## src/tip_pkg.sv

```systemverilog
// Shared types and constants for the text integer parser.
package tip_pkg;

    // Default for the saturation length of the character position.
    localparam int MAX_LENGTH_DEF = 4096;

    // Largest position that the 13-bit count fields can hold.
    localparam int POS_LIMIT = 8191;
    localparam int POS_W     = 13;
    localparam int VALUE_W   = 64;

    // Number bases that the prefix letters select.
    localparam logic [4:0] BASE_BIN = 5'd2;
    localparam logic [4:0] BASE_OCT = 5'd8;
    localparam logic [4:0] BASE_DEC = 5'd10;
    localparam logic [4:0] BASE_HEX = 5'd16;

    // Classified character word handed from the front to the back.
    typedef struct packed {
        logic       end_flag;
        logic       escape;
        logic       blank;
        logic       minus;
        logic       plus;
        logic       zero_char;
        logic       letter_hit;
        logic [4:0] letter_base;
        logic       hex_hit;
        logic [3:0] hex_val;
    } tip_cls_t;

endpackage

```

## src/tip_if.sv

```systemverilog
// Stream channels for character words and result words.
interface tip_in_if;
    logic       valid;
    logic       ready;
    logic [7:0] char_code;
    logic       end_of_string;
    logic       escape_mode;

    modport source (output valid, char_code, end_of_string, escape_mode, input ready);
    modport sink (input valid, char_code, end_of_string, escape_mode, output ready);
endinterface

interface tip_out_if;
    logic               valid;
    logic               ready;
    logic               ok;
    logic signed [63:0] result_value;
    logic [12:0]        consumed_count;

    modport source (output valid, ok, result_value, consumed_count, input ready);
    modport sink (input valid, ok, result_value, consumed_count, output ready);
endinterface

```

## src/tip_front.sv

```systemverilog
// Front end: accepts character words and classifies each byte.
module tip_front (
    tip_in_if.sink           char_in,
    input  logic             q_ready,
    output logic             push,
    output tip_pkg::tip_cls_t push_word
);
    import tip_pkg::*;

    logic [7:0] c;
    logic [7:0] low;

    assign c = char_in.char_code;

    // Fold upper-case letters to lower case for the prefix letter check.
    assign low = (c >= 8'h41 && c <= 8'h5A) ? (c | 8'h20) : c;

    assign char_in.ready = q_ready;
    assign push          = char_in.valid && q_ready;

    // Character classes used by the parser.
    always_comb
    begin
        push_word             = '0;
        push_word.end_flag    = char_in.end_of_string;
        push_word.escape      = char_in.escape_mode;
        push_word.blank       = (c == 8'h20) || (c >= 8'h09 && c <= 8'h0D);
        push_word.minus       = (c == 8'h2D);
        push_word.plus        = (c == 8'h2B);
        push_word.zero_char   = (c == 8'h30);
        case (low)
            8'h62:   begin push_word.letter_hit = 1'b1; push_word.letter_base = BASE_BIN; end
            8'h6F:   begin push_word.letter_hit = 1'b1; push_word.letter_base = BASE_OCT; end
            8'h64:   begin push_word.letter_hit = 1'b1; push_word.letter_base = BASE_DEC; end
            8'h78:   begin push_word.letter_hit = 1'b1; push_word.letter_base = BASE_HEX; end
            default: begin push_word.letter_hit = 1'b0; push_word.letter_base = BASE_DEC; end
        endcase
        if (c >= 8'h30 && c <= 8'h39)
        begin
            push_word.hex_hit = 1'b1;
            push_word.hex_val = 4'(c - 8'h30);
        end
        else if (c >= 8'h61 && c <= 8'h66)
        begin
            push_word.hex_hit = 1'b1;
            push_word.hex_val = 4'(c - 8'h57);
        end
        else if (c >= 8'h41 && c <= 8'h46)
        begin
            push_word.hex_hit = 1'b1;
            push_word.hex_val = 4'(c - 8'h37);
        end
    end
endmodule

```

## src/tip_queue.sv

```systemverilog
// Two-entry queue that decouples the front end from the parser.
module tip_queue (
    input  logic              clk,
    input  logic              rst_n,
    input  logic              push,
    input  tip_pkg::tip_cls_t push_word,
    output logic              q_ready,
    input  logic              pop,
    output logic              q_valid,
    output tip_pkg::tip_cls_t q_word
);
    import tip_pkg::*;

    tip_cls_t   mem [2];
    logic       wr_ptr_reg;
    logic       wr_ptr_next;
    logic       rd_ptr_reg;
    logic       rd_ptr_next;
    logic [1:0] count_reg;
    logic [1:0] count_next;

    assign q_ready = (count_reg != 2'd2);
    assign q_valid = (count_reg != 2'd0);
    assign q_word  = mem[rd_ptr_reg];

    // Pointer and occupancy update.
    always_comb
    begin
        wr_ptr_next = push ? ~wr_ptr_reg : wr_ptr_reg;
        rd_ptr_next = pop ? ~rd_ptr_reg : rd_ptr_reg;
        count_next  = count_reg + {1'b0, push} - {1'b0, pop};
    end

    always_ff @(posedge clk or negedge rst_n)
    begin
        if (!rst_n)
        begin
            wr_ptr_reg <= 1'b0;
            rd_ptr_reg <= 1'b0;
            count_reg  <= 2'd0;
        end
        else
        begin
            wr_ptr_reg <= wr_ptr_next;
            rd_ptr_reg <= rd_ptr_next;
            count_reg  <= count_next;
        end
    end

    // Entry storage.
    always_ff @(posedge clk)
    begin
        if (push)
        begin
            mem[wr_ptr_reg] <= push_word;
        end
    end
endmodule

```

## src/tip_back.sv

```systemverilog
// Back end: parser state machine, accumulator and result register.
module tip_back #(
    parameter int MAX_LENGTH = tip_pkg::MAX_LENGTH_DEF
) (
    input  logic              clk,
    input  logic              rst_n,
    input  logic              q_valid,
    input  tip_pkg::tip_cls_t q_word,
    output logic              pop,
    tip_out_if.source         result_out
);
    import tip_pkg::*;

    localparam int POS_CAP_I = (MAX_LENGTH < POS_LIMIT) ? MAX_LENGTH : POS_LIMIT;
    localparam logic [POS_W-1:0] POS_CAP = POS_W'(POS_CAP_I);

    localparam logic [2:0] PH_START = 3'd0;
    localparam logic [2:0] PH_LEAD  = 3'd1;
    localparam logic [2:0] PH_GAP   = 3'd2;
    localparam logic [2:0] PH_ZERO  = 3'd3;
    localparam logic [2:0] PH_BASE  = 3'd4;
    localparam logic [2:0] PH_DIGIT = 3'd5;
    localparam logic [2:0] PH_DONE  = 3'd6;

    logic [2:0]         phase_reg, phase_next;
    logic               mode_reg, mode_next;
    logic               minus_reg, minus_next;
    logic [4:0]         base_reg, base_next;
    logic [VALUE_W-1:0] acc_reg, acc_next;
    logic               seen_reg, seen_next;
    logic [POS_W-1:0]   pos_reg, pos_next;
    logic [POS_W-1:0]   stop_reg, stop_next;

    logic               out_valid_reg, out_valid_next;
    logic               ok_reg;
    logic [VALUE_W-1:0] value_reg;
    logic [POS_W-1:0]   count_reg;

    logic [VALUE_W-1:0] scaled;
    logic [VALUE_W-1:0] acc_cand;
    logic               digit_ok;
    logic               finish;

    // Take a word whenever the result register can hold a new result.
    assign pop = q_valid && (!out_valid_reg || result_out.ready);

    // Multiply by the base as shifts and one shift-add.
    always_comb
    begin
        case (base_reg)
            BASE_BIN: scaled = acc_reg << 1;
            BASE_OCT: scaled = acc_reg << 3;
            BASE_HEX: scaled = acc_reg << 4;
            default:  scaled = (acc_reg << 3) + (acc_reg << 1);
        endcase
        acc_cand = scaled + VALUE_W'(q_word.hex_val);
        digit_ok = q_word.hex_hit && ({1'b0, q_word.hex_val} < base_reg);
    end

    // Parser step; one word may pass through several phases in a cycle.
    always_comb
    begin
        phase_next = phase_reg;
        mode_next  = mode_reg;
        minus_next = minus_reg;
        base_next  = base_reg;
        acc_next   = acc_reg;
        seen_next  = seen_reg;
        pos_next   = pos_reg;
        stop_next  = stop_reg;
        finish     = 1'b0;
        if (pop)
        begin
            if (q_word.end_flag)
            begin
                phase_next = PH_START;
                mode_next  = 1'b0;
                minus_next = 1'b0;
                base_next  = BASE_DEC;
                acc_next   = '0;
                seen_next  = 1'b0;
                pos_next   = '0;
                stop_next  = '0;
            end
            else
            begin
                if (phase_reg == PH_START)
                begin
                    mode_next  = q_word.escape;
                    phase_next = q_word.escape ? PH_ZERO : PH_LEAD;
                end
                pos_next = (pos_reg < POS_CAP) ? pos_reg + POS_W'(1) : pos_reg;

                if (phase_next == PH_LEAD)
                begin
                    if (q_word.blank)
                    begin
                        finish = 1'b1;
                    end
                    else if (q_word.minus)
                    begin
                        minus_next = 1'b1;
                        phase_next = PH_GAP;
                        finish     = 1'b1;
                    end
                    else if (q_word.plus)
                    begin
                        phase_next = PH_GAP;
                        finish     = 1'b1;
                    end
                    else
                    begin
                        phase_next = PH_ZERO;
                    end
                end
                if (!finish && phase_next == PH_GAP)
                begin
                    if (q_word.blank)
                    begin
                        finish = 1'b1;
                    end
                    else
                    begin
                        phase_next = PH_ZERO;
                    end
                end
                if (!finish && phase_next == PH_ZERO)
                begin
                    phase_next = PH_BASE;
                    if (q_word.zero_char)
                    begin
                        base_next = BASE_OCT;
                        seen_next = 1'b1;
                        stop_next = pos_next;
                        finish    = 1'b1;
                    end
                end
                if (!finish && phase_next == PH_BASE)
                begin
                    phase_next = PH_DIGIT;
                    if (q_word.letter_hit)
                    begin
                        base_next = q_word.letter_base;
                        finish    = 1'b1;
                    end
                end
                if (!finish && phase_next == PH_DIGIT)
                begin
                    finish = 1'b1;
                    if (digit_ok && !(mode_next && (|acc_cand[VALUE_W-1:8])))
                    begin
                        acc_next  = acc_cand;
                        seen_next = 1'b1;
                        stop_next = pos_next;
                    end
                    else
                    begin
                        phase_next = PH_DONE;
                    end
                end
                if (!finish)
                begin
                    phase_next = PH_DONE;
                end
            end
        end
    end

    // Result register handshake.
    always_comb
    begin
        out_valid_next = out_valid_reg;
        if (pop && q_word.end_flag)
        begin
            out_valid_next = 1'b1;
        end
        else if (result_out.ready)
        begin
            out_valid_next = 1'b0;
        end
    end

    always_ff @(posedge clk or negedge rst_n)
    begin
        if (!rst_n)
        begin
            phase_reg     <= PH_START;
            mode_reg      <= 1'b0;
            minus_reg     <= 1'b0;
            base_reg      <= BASE_DEC;
            acc_reg       <= '0;
            seen_reg      <= 1'b0;
            pos_reg       <= '0;
            stop_reg      <= '0;
            out_valid_reg <= 1'b0;
        end
        else
        begin
            phase_reg     <= phase_next;
            mode_reg      <= mode_next;
            minus_reg     <= minus_next;
            base_reg      <= base_next;
            acc_reg       <= acc_next;
            seen_reg      <= seen_next;
            pos_reg       <= pos_next;
            stop_reg      <= stop_next;
            out_valid_reg <= out_valid_next;
        end
    end

    // Result payload, zero when no digit was converted.
    always_ff @(posedge clk)
    begin
        if (pop && q_word.end_flag)
        begin
            ok_reg    <= seen_reg;
            value_reg <= seen_reg ? (minus_reg ? (~acc_reg + VALUE_W'(1)) : acc_reg) : '0;
            count_reg <= seen_reg ? stop_reg : '0;
        end
    end

    assign result_out.valid          = out_valid_reg;
    assign result_out.ok             = ok_reg;
    assign result_out.result_value   = value_reg;
    assign result_out.consumed_count = count_reg;
endmodule

```

## src/text_integer_parser_unit.sv

```systemverilog
// Top level of the streaming text-to-integer parser.
// The block takes one character word per clock while its queue has room
// and turns the string, closed by a terminator word, into a signed 64-bit
// value with an ok flag and the count of characters up to the last converted
// digit. Every word, the terminator included, is handled by one parser step,
// so strings stream back to back at one word per cycle while results are
// taken from the output; the rate is set by the parser step, whose accumulator
// update is a shift or shift-add by the base. A terminator is registered
// in the queue and sets the result register when the parser pops it. A
// two-entry queue sits between the classifier and the parser, so input
// stays ready while a result waits on the output until that queue fills.
module text_integer_parser_unit #(
    parameter int MAX_LENGTH = tip_pkg::MAX_LENGTH_DEF
) (
    input  logic      clk,
    input  logic      rst_n,
    tip_in_if.sink    char_in,
    tip_out_if.source result_out
);
    import tip_pkg::*;

    logic     push;
    tip_cls_t push_word;
    logic     q_ready;
    logic     q_valid;
    tip_cls_t q_word;
    logic     pop;

    // Classifier.
    tip_front u_front (
        .char_in   (char_in),
        .q_ready   (q_ready),
        .push      (push),
        .push_word (push_word)
    );

    // Decoupling queue.
    tip_queue u_queue (
        .clk       (clk),
        .rst_n     (rst_n),
        .push      (push),
        .push_word (push_word),
        .q_ready   (q_ready),
        .pop       (pop),
        .q_valid   (q_valid),
        .q_word    (q_word)
    );

    // Parser and result register.
    tip_back #(
        .MAX_LENGTH (MAX_LENGTH)
    ) u_back (
        .clk        (clk),
        .rst_n      (rst_n),
        .q_valid    (q_valid),
        .q_word     (q_word),
        .pop        (pop),
        .result_out (result_out)
    );
endmodule

```

## src/flat_wrapper.sv

```systemverilog
// flat-port wrapper written by rule: the top's interface ports become plain ports
module text_integer_parser_unit_flat import tip_pkg::*;
#(
    parameter int MAX_LENGTH = tip_pkg::MAX_LENGTH_DEF
)
  (clk, rst_n, char_in_valid, char_in_char_code, char_in_end_of_string, char_in_escape_mode, char_in_ready, result_out_valid, result_out_ok, result_out_result_value, result_out_consumed_count, result_out_ready);
  tip_in_if char_in_i ();
  tip_out_if result_out_i ();
  input  logic clk;
  input  logic rst_n;
  input wire logic [$bits(char_in_i.valid)-1:0] char_in_valid;
  input wire logic [$bits(char_in_i.char_code)-1:0] char_in_char_code;
  input wire logic [$bits(char_in_i.end_of_string)-1:0] char_in_end_of_string;
  input wire logic [$bits(char_in_i.escape_mode)-1:0] char_in_escape_mode;
  output wire logic [$bits(char_in_i.ready)-1:0] char_in_ready;
  output wire logic [$bits(result_out_i.valid)-1:0] result_out_valid;
  output wire logic [$bits(result_out_i.ok)-1:0] result_out_ok;
  output wire logic [$bits(result_out_i.result_value)-1:0] result_out_result_value;
  output wire logic [$bits(result_out_i.consumed_count)-1:0] result_out_consumed_count;
  input wire logic [$bits(result_out_i.ready)-1:0] result_out_ready;
  assign char_in_i.valid = char_in_valid;
  assign char_in_i.char_code = char_in_char_code;
  assign char_in_i.end_of_string = char_in_end_of_string;
  assign char_in_i.escape_mode = char_in_escape_mode;
  assign char_in_ready = char_in_i.ready;
  assign result_out_valid = result_out_i.valid;
  assign result_out_ok = result_out_i.ok;
  assign result_out_result_value = result_out_i.result_value;
  assign result_out_consumed_count = result_out_i.consumed_count;
  assign result_out_i.ready = result_out_ready;
  text_integer_parser_unit #(.MAX_LENGTH(MAX_LENGTH)) u_core (.clk(clk), .rst_n(rst_n), .char_in(char_in_i), .result_out(result_out_i));
endmodule
```

## config.mk

```make
export PLATFORM = sky130hd
export DESIGN_NAME = text_integer_parser_unit_flat
export DESIGN_NICKNAME = d
export VERILOG_FILES = /design/src/tip_pkg.sv /design/src/tip_if.sv /design/src/tip_front.sv /design/src/tip_queue.sv /design/src/tip_back.sv /design/src/text_integer_parser_unit.sv /design/src/flat_wrapper.sv
export SDC_FILE = /design/constraint.sdc
export NUM_CORES = 1
export LEC_CHECK = 0
export ABC_CLOCK_PERIOD_IN_PS = 12500
export BUFFER_PORTS_ARGS = -buffer_cell sky130_fd_sc_hd__clkbuf_2
export CAP_MARGIN = 5
export CELL_PAD_IN_SITES_DETAIL_PLACEMENT = 1
export CELL_PAD_IN_SITES_GLOBAL_PLACEMENT = 2
export CORE_ASPECT_RATIO = 1.2
export CORE_MARGIN = 2
export CORE_UTILIZATION = 42
export DETAILED_ROUTE_END_ITERATION = 10
export PLACE_DENSITY_LB_ADDON = 0.1
export SYNTH_ARGS = -nofsm -noshare
export SYNTH_HDL_FRONTEND = slang
export SYNTH_SLANG_ARGS = --single-unit
```

## constraint.sdc

```tcl
create_clock -name clk -period 12.5 [get_ports clk]
set_clock_uncertainty 0.1 [all_clocks]
set_input_delay 2.5 -clock clk [delete_from_list [all_inputs] [get_ports clk]]
set_output_delay 2.5 -clock clk [all_outputs]
set_load 0.005 [all_outputs]
```

==> flow_summary.ini, run 1 <==
[synth]
synth_top_flop_cell = edfxtp_1
netlist_top_cells_area = edfxtp_1 17%, dfrtp_1 14%, xnor2_1 6.1%
synth_adder_area_share_pct = 5.06
yosys.area_share.simple_pct = 23.7
synth_area_leader_cell = edfxtp_1
yosys.cell_types.count = 101
muxShareOfSynthArea_pct = 2.01
synth_cells = 2262
synth-edff-count = 108
syn-cell-area_um2 = 19100
synth.yosys.warnings = 0
ys_ff_latch = 214
synth-compound-area-share_pct = 25.7
synth_top_area_share_pct = 17.0
syn_area_per_cell_um2 = 8.44
synthXorXnorAreaFrac_pct = 7.80
dominant_combinational_cell_family_by_area_after_synthesis = compound AO/OA/AOI/OAI gates
ys_seq_area_share_pct = 30.9
async_flop_share_pct = 49.5
syn_nets = 2352

[clock_tree]
cts_inserted_buffers = 22
post-cts-setup-buffer-count = 0
cts-root-buf = clkbuf_16
clock_tree_from_tritoncts = yes
clk-insertion-delay-late_ns = 0.52
clkSlewWorstSetupHoldPaths_ns = 0.06
cts-root-to-sink-buffers = 3
postCtsResizedCells = 0
htree_num_levels = 1
cts.hold.buffers_added = 0
clock_sink_count = 214

[global_route]
grt_remaining_overflow = 0
grt_first_pass_wirelength_um = 113000
grt_antenna_before_repair = 0
grt_pass1_vias = 18707
maximum_number_of_pins_on_one_net_before_global_route_repair = 80
groute.usage.overall_pct = 30.8

[layout]
proportion_of_layout_cells_with_a_drive_suffix_above_1_pct = 9.74
finalNetCount = 2323
n_fill_cell = 5443
layout.area.seq_um2 = 5900
multi_input_gate_area_um2 = 12300
layout-area-overhead-vs-synth_pct = 7.10
num_antenna_cells = 0

[pwr]
vdd.ir_drop.worst_mv = 0.123
power_density_nw_per_um2 = 167
p_leak_uw = 0.00818

[job]
maxCapViolations = 0

[floorplan]
chipHeight_um = 238
die-area_um2 = 47200
core-area_um2 = 44900
floorplan.die.width_um = 199
effective_utilization_at_floorplan_pct = 42.5
row_cnt = 85
design.portCount = 94

[route]
vias_per_cell = 6.42
first_pass_iters = 6
route.vias.total = 18355
drtAntennaViolNets = 0
post_route_drc = 0
detail_route.iter0.violations = 1313
finalWirelength_um = 72600
routedWlPerCell_um = 25.4

[critical_path]
setup.worst_path.start_class = register
worstPathMaxFanout = 64
reg2reg_from = u_core.u_back.base_reg[3]
critical_path_required_ns = 12.81
worstPathArrival_ns = 8.29
setup.worst_path.class = register to register
endpoint_kind = register
crit_start = u_core.u_back.base_reg[3]

[sta]
layout_worst_path_cycle_share_pct = 63.9
number_of_max_slew_violations_in_the_final_report = 0
time_the_final_worst_path_needs_with_i_o_delays_and_setup_ns = 7.99
rsz0062_at_grt = no
slew_headroom_pct = 4.83
worstMarginPinSlew_ns = 1.39
max_freq_mhz = 125
final.setup.tns_ns = 0
fin_worst_hold_slack_ns = 0.391
finalSetupViolCount = 0
timing_hold_violations_final = 0

[status]
result_of_the_run = complete, no violations

[placed_design]
routabilityCongestion = 0.908
place.detailed.hpwl_um = 56000
io_buffer_count = 93

[min_path]
hold_path.startpoint = u_core.u_queue.wr_ptr_reg
holdCritPathClass = register to register
-- power by group --
part / internal [uW] / total [uW] / switching, uW / leakage [uW]
Combinational: 540 / 1640 / 1100 / 0.00533
Clock: 377 / 662 / 285 / 0.000360
Sequential: 945 / 1120 / 175 / 0.00249
Total: 1860 / 3420 / 1560 / 0.00818
-- cell usage after synthesis (9+ instances only) --
library cell	number
a211oi_1	18
a21boi_0	15
a21o_1	33
a21oi_1	137
a221o_1	16
a221oi_1	12
a222oi_1	18
a22o_1	67
a22oi_1	33
a31oi_1	9
and2_1	93
and3_1	31
and4_1	19
buf_1	10
buf_2	30
buf_6	11
clkbuf_1	107
dfrtp_1	104
edfxtp_1	108
ha_1	74
inv_1	38
mux2_2	11
mux2i_1	26
nand2_1	246
nand2b_1	23
nand3_1	58
nand4_1	43
nor2_1	147
nor2b_1	12
nor3_1	58
nor4_1	34
o2111ai_1	14
o211ai_1	16
o21a_1	21
o21ai_0	118
o21ai_1	9
o22ai_1	13
o2bb2ai_1	14
o31ai_1	33
o41ai_1	9
or2_2	16
or3_1	27
or4_1	14
xnor2_1	134
xor2_1	36
-- area by class of cell --
type	count	share of cell area [%]
Clock buffer	30	3.09
Clock inverter	10	0.422
Inverter	39	0.722
Multi-Input combinational cell	1844	60.2
Sequential cell	214	28.9
Tap cell	609	3.73
Timing Repair Buffer	112	2.99
-- placed cells by master (no fill, tap or decap), drive strengths merged, types with 19 or more instances in the layout --
master  instances
mux2i          26
or2            21
nor2          148
nor4           39
and2           94
buf            20
and3           31
nor3           60
o21a           21
xnor2         134
a22o           67
or3            27
o31ai          33
dfrtp         104
a211oi         20
nand2b         23
o21ai         129
ha             74
edfxtp        108
and4           19
inv            39
nand4          44
nand3          58
a22oi          33
a21oi         138
xor2           36
nand2         248
clkbuf        122
a21o           33
-- metrics by stage --
stage / instance area (um^2) / util, % / std cells / setup slack, ns / power [uW]
detailed placement: 19700 / 44.0 / 2818 / 4.65 / 2760
global placement: 19700 / 44.0 / 2818 / 4.92 / 2720
CTS: 20400 / 45.6 / 2858 / 4.61 / 3440
finish: 20400 / 45.6 / 2858 / 4.51 / 3420
global route: 20400 / 45.6 / 2858 / 4.04 / 3640
floorplan: 19100 / - / 2262 / 5.75 / 2210
-- cell families (layout without fill, tap and decap cells) --
logic type,count (synthesis),after routing
AOI/OAI and AO/OA,689,689
xor gates and xnor gates,170,170
adders and majority gates,76,76
buffers and inverters,204,191
DFF,214,214
muxes,37,37
and+or+nand+nor,872,872
-- final timing paths --
| kind | cells past startpoint | slack [ns] | to |
|---|---|---|---|
| max | 21 | 4.51 | u_core.u_back.acc_reg[18] |
| min in group asynchronous | 1 | 1.82 | u_core.u_queue.wr_ptr_reg |
| min | 1 | 0.39 | u_core.u_queue.wr_ptr_reg |
| max in group asynchronous | 2 | 9.05 | u_core.u_back.seen_reg |
| max reg2reg | 21 | 4.51 | u_core.u_back.acc_reg[18] |
| min reg2reg | 1 | 0.39 | u_core.u_queue.wr_ptr_reg |
-- critical path, cell delays in order, from the launching register on --
cell	delay (ns)
dfstp_2	0.62
nor2b_1	0.59
and2_2	0.27
buf_4	0.59
nor4b_1	0.14
a221o_1	0.29
ha_1	0.34
a21oi_1	0.12
o21bai_1	0.21
nor4_2	0.30
nand3_1	0.44
or4_1	0.57
or4_1	0.66
nor4_1	0.40
xor2_1	0.17
a211oi_1	0.25
nand4_1	0.16
or4_4	0.58
a21oi_4	0.24
o21ai_4	0.06
buf_4	0.36
a22o_1	0.33
-- per-layer routing --
metal	track usage, %	wire length (um)	up-vias	part of all wire (%)
met1	44.3	33500	9245	46
li1	-	-	8491	-
met3	2.71	3590	98	4.9
met4	8.62	2000	0	2.8
met2	49.4	33600	521	46
met5	0	0	-	0
No activity file was read; power rests on OpenSTA's default activity.
==> inputs of run 2 (changes only) <==
--- a/config.mk
+++ b/config.mk
@@ -5,14 +5,15 @@
 export SDC_FILE = /design/constraint.sdc
 export NUM_CORES = 1
 export LEC_CHECK = 0
-export ABC_CLOCK_PERIOD_IN_PS = 12500
+export ABC_AREA = 1
+export ABC_CLOCK_PERIOD_IN_PS = 7800
 export BUFFER_PORTS_ARGS = -buffer_cell sky130_fd_sc_hd__clkbuf_2
 export CAP_MARGIN = 5
 export CELL_PAD_IN_SITES_DETAIL_PLACEMENT = 1
 export CELL_PAD_IN_SITES_GLOBAL_PLACEMENT = 2
 export CORE_ASPECT_RATIO = 1.2
 export CORE_MARGIN = 2
-export CORE_UTILIZATION = 42
+export CORE_UTILIZATION = 34
 export DETAILED_ROUTE_END_ITERATION = 10
 export PLACE_DENSITY_LB_ADDON = 0.1
 export SYNTH_ARGS = -nofsm -noshare
==> constraint.sdc (replaced) <==
create_clock -name clk -period 7.8 [get_ports clk]
set_clock_uncertainty 0.1 [all_clocks]
set_input_delay 1.56 -clock clk [delete_from_list [all_inputs] [get_ports clk]]
set_output_delay 1.56 -clock clk [all_outputs]
set_load 0.005 [all_outputs]
==> run 2 against run 1 <==
  * Critical path depth grew 11
  * Clock power grew 66%
  * Area after synthesis grew 11%
  * Combinational power grew 130%
  * Sequential power grew 49%
  * Count of clock-buffer cells in the layout grew 1
  * Power grew 93%
  * Via count grew 31%
  * Sequential share of layout area shrank 3.5 points
  * Sequential cell count is the same
==> flow_summary.ini, run 2 <==
[status]
result_of_the_run = complete, no violations

[global_route]
grt_antenna_before_repair = 0
grt_first_pass_wirelength_um = 148000
grt_remaining_overflow = 0
grt_pass1_vias = 24782
maximum_number_of_pins_on_one_net_before_global_route_repair = 72
groute.usage.overall_pct = 30.1

[floorplan]
floorplan.die.width_um = 232
effective_utilization_at_floorplan_pct = 34.4
row_cnt = 100
core-area_um2 = 61900
chipHeight_um = 278
design.portCount = 94
die-area_um2 = 64600

[synth]
synth_cells = 3618
syn-cell-area_um2 = 21300
ys_ff_latch = 214
synthXorXnorAreaFrac_pct = 0.782
synth-compound-area-share_pct = 9.25
netlist_top_cells_area = nand2_1 24%, edfxtp_1 15%, dfrtp_1 12%
synth.yosys.warnings = 0
yosys.cell_types.count = 57
post-synth-top-count-cell = nand2_1
yosys.area_share.simple_pct = 44.8
async_flop_share_pct = 49.5
muxShareOfSynthArea_pct = 0.282
post_synth_most_frequent_cells = 1345 x nand2_1, 581 x inv_1, 399 x nor2_1, 263 x nand3_1, 156 x a21oi_1
syn_nets = 3708
syn_area_per_cell_um2 = 5.88
synth_adder_area_share_pct = 4.54
synth_top_area_share_pct = 23.7
synth_top_flop_cell = edfxtp_1
ys_seq_area_share_pct = 27.7
dominant_combinational_cell_family_by_area_after_synthesis = simple AND/OR/NAND/NOR gates
synth_area_leader_cell = nand2_1
synth-edff-count = 108

[route]
vias_per_cell = 5.34
routedWlPerCell_um = 21.8
drtAntennaViolNets = 0
detail_route.iter0.violations = 1593
route.vias.total = 24042
finalWirelength_um = 97900
first_pass_iters = 5
post_route_drc = 0

[sta]
rsz0062_at_grt = no
number_of_max_slew_violations_in_the_final_report = 0
slew_headroom_pct = 34.9
layout_worst_path_cycle_share_pct = 83.3
fin_worst_hold_slack_ns = 0.404
finalSetupViolCount = 0
worstMarginPinSlew_ns = 0.975
timing_hold_violations_final = 0
max_freq_mhz = 154
final.setup.tns_ns = 0
time_the_final_worst_path_needs_with_i_o_delays_and_setup_ns = 6.50

[clock_tree]
clkSlewWorstSetupHoldPaths_ns = 0.07
postCtsResizedCells = 0
clk-insertion-delay-late_ns = 0.53
htree_num_levels = 1
cts_inserted_buffers = 23
post-cts-setup-buffer-count = 0
cts-root-buf = clkbuf_16
cts.hold.buffers_added = 0
cts-root-to-sink-buffers = 3
clock_tree_from_tritoncts = yes
clock_sink_count = 214

[layout]
proportion_of_layout_cells_with_a_drive_suffix_above_1_pct = 5.51
n_fill_cell = 8376
layout-area-overhead-vs-synth_pct = 9.21
finalNetCount = 3758
most-common-layout-cells = 1345 x nand2_1, 581 x inv_1, 397 x nor2_1
fin_area_um2 = 23200
num_antenna_cells = 0
layout_commonest_cell = nand2_1

[placed_design]
io_buffer_count = 93
routabilityCongestion = 0.973
total_placed_instance_area_um2 = 22500
place.detailed.hpwl_um = 80500

[job]
maxCapViolations = 0

[critical_path]
worstPathArrival_ns = 6.81
crit_path_top_delay_cell = dfrtp_1
setup.worst_path.start_class = register
worstPathMaxFanout = 64
setup.worst_path.class = register to register
endpoint_kind = register
path_common_cell = nand2_1
critical_path_required_ns = 8.11
regToRegSetupSlack_ns = 1.30
cp_slowest_stage_delay_ns = 0.55

[pwr]
vdd.ir_drop.worst_mv = 0.290
p_leak_uw = 0.0119
power_density_nw_per_um2 = 284

[min_path]
holdCritPathClass = register to register
-- run 2: changes by cell type after synthesis, moves of 33 or more --
cell	delta
nand2_1	+1099
inv_1	+543
nor2_1	+252
nand3_1	+205
xnor2_1	-129
and2_1	-86
a22o_1	-67
clkbuf_1	-56
or2_0	+38
nand4_1	+34
a21o_1	-33
-- run 2: area by class of cell --
cell class / count / area (um^2) / share of cell area (%)
multi-input combinational: 2723 / 12700 / 54.7
inverter: 590 / 2220 / 9.54
sequential: 214 / 5900 / 25.4
clock inverter: 10 / 78.8 / 0.339
clock buffer: 31 / 657 / 2.83
tap: 816 / 1020 / 4.39
timing repair buffer: 116 / 641 / 2.76
-- run 2: worst max-delay path, delay by kind of cell (launching register included) --
family,cells,cell delay [ns]
AO/OA/AOI/OAI,1,0.12
adder cells (fa/ha/maj),1,0.24
buffers and inverters,2,0.32
flip-flops,1,0.55
AND/OR/NAND/NOR,28,5.01
-- run 2: power breakdown --
| group | switching (uW) | internal [uW] | total, uW |
|---|---|---|---|
| Combinational | 2860 | 955 | 3810 |
| Sequential | 157 | 1520 | 1670 |
| Clock | 478 | 623 | 1100 |
-- run 2: worst paths after layout --
check,from,end,cells after the start
setup / recovery,u_core.u_back.base_reg[4],u_core.u_back.acc_reg[16],32
hold / removal,u_core.u_back.acc_reg[63],u_core.u_back.acc_reg[63],2
setup reg to reg,u_core.u_back.base_reg[4],u_core.u_back.acc_reg[16],32
hold reg to reg,u_core.u_back.acc_reg[63],u_core.u_back.acc_reg[63],2
max in group asynchronous,rst_n,u_core.u_back.acc_reg[6],2
min in group asynchronous,rst_n,u_core.u_back.stop_reg[10],1
-- run 2: cell families after synthesis --
| logic type | count (synthesis) |
|---|---|
| flip-flops | 214 |
| AO/OA/AOI/OAI | 354 |
| multiplexers | 6 |
| XOR/XNOR | 19 |
| adder cells (fa/ha/maj) | 76 |
| AND/OR/NAND/NOR | 2268 |
| buffers and inverters | 681 |
-- run 2: per-layer routing --
layer	routed length (um)	global-route usage (%)	share of wire [%]
met1	43300	39.7	44
met2	46800	51.7	48
met3	4230	2.00	4.3
met4	3550	10.3	3.6
met5	0	0	0
-- run 2: metrics by stage --
stage               setup slack, ns  util (%)  cells  power (uW)
floorplan                      1.87         -   3618        4110
global placement               1.54      36.3   4459        5440
finish                         1.30      37.5   4500        6590
CTS                            1.38      37.5   4500        6630
global route                  0.655      37.5   4500        7100
detailed placement             1.40      36.3   4459        5500
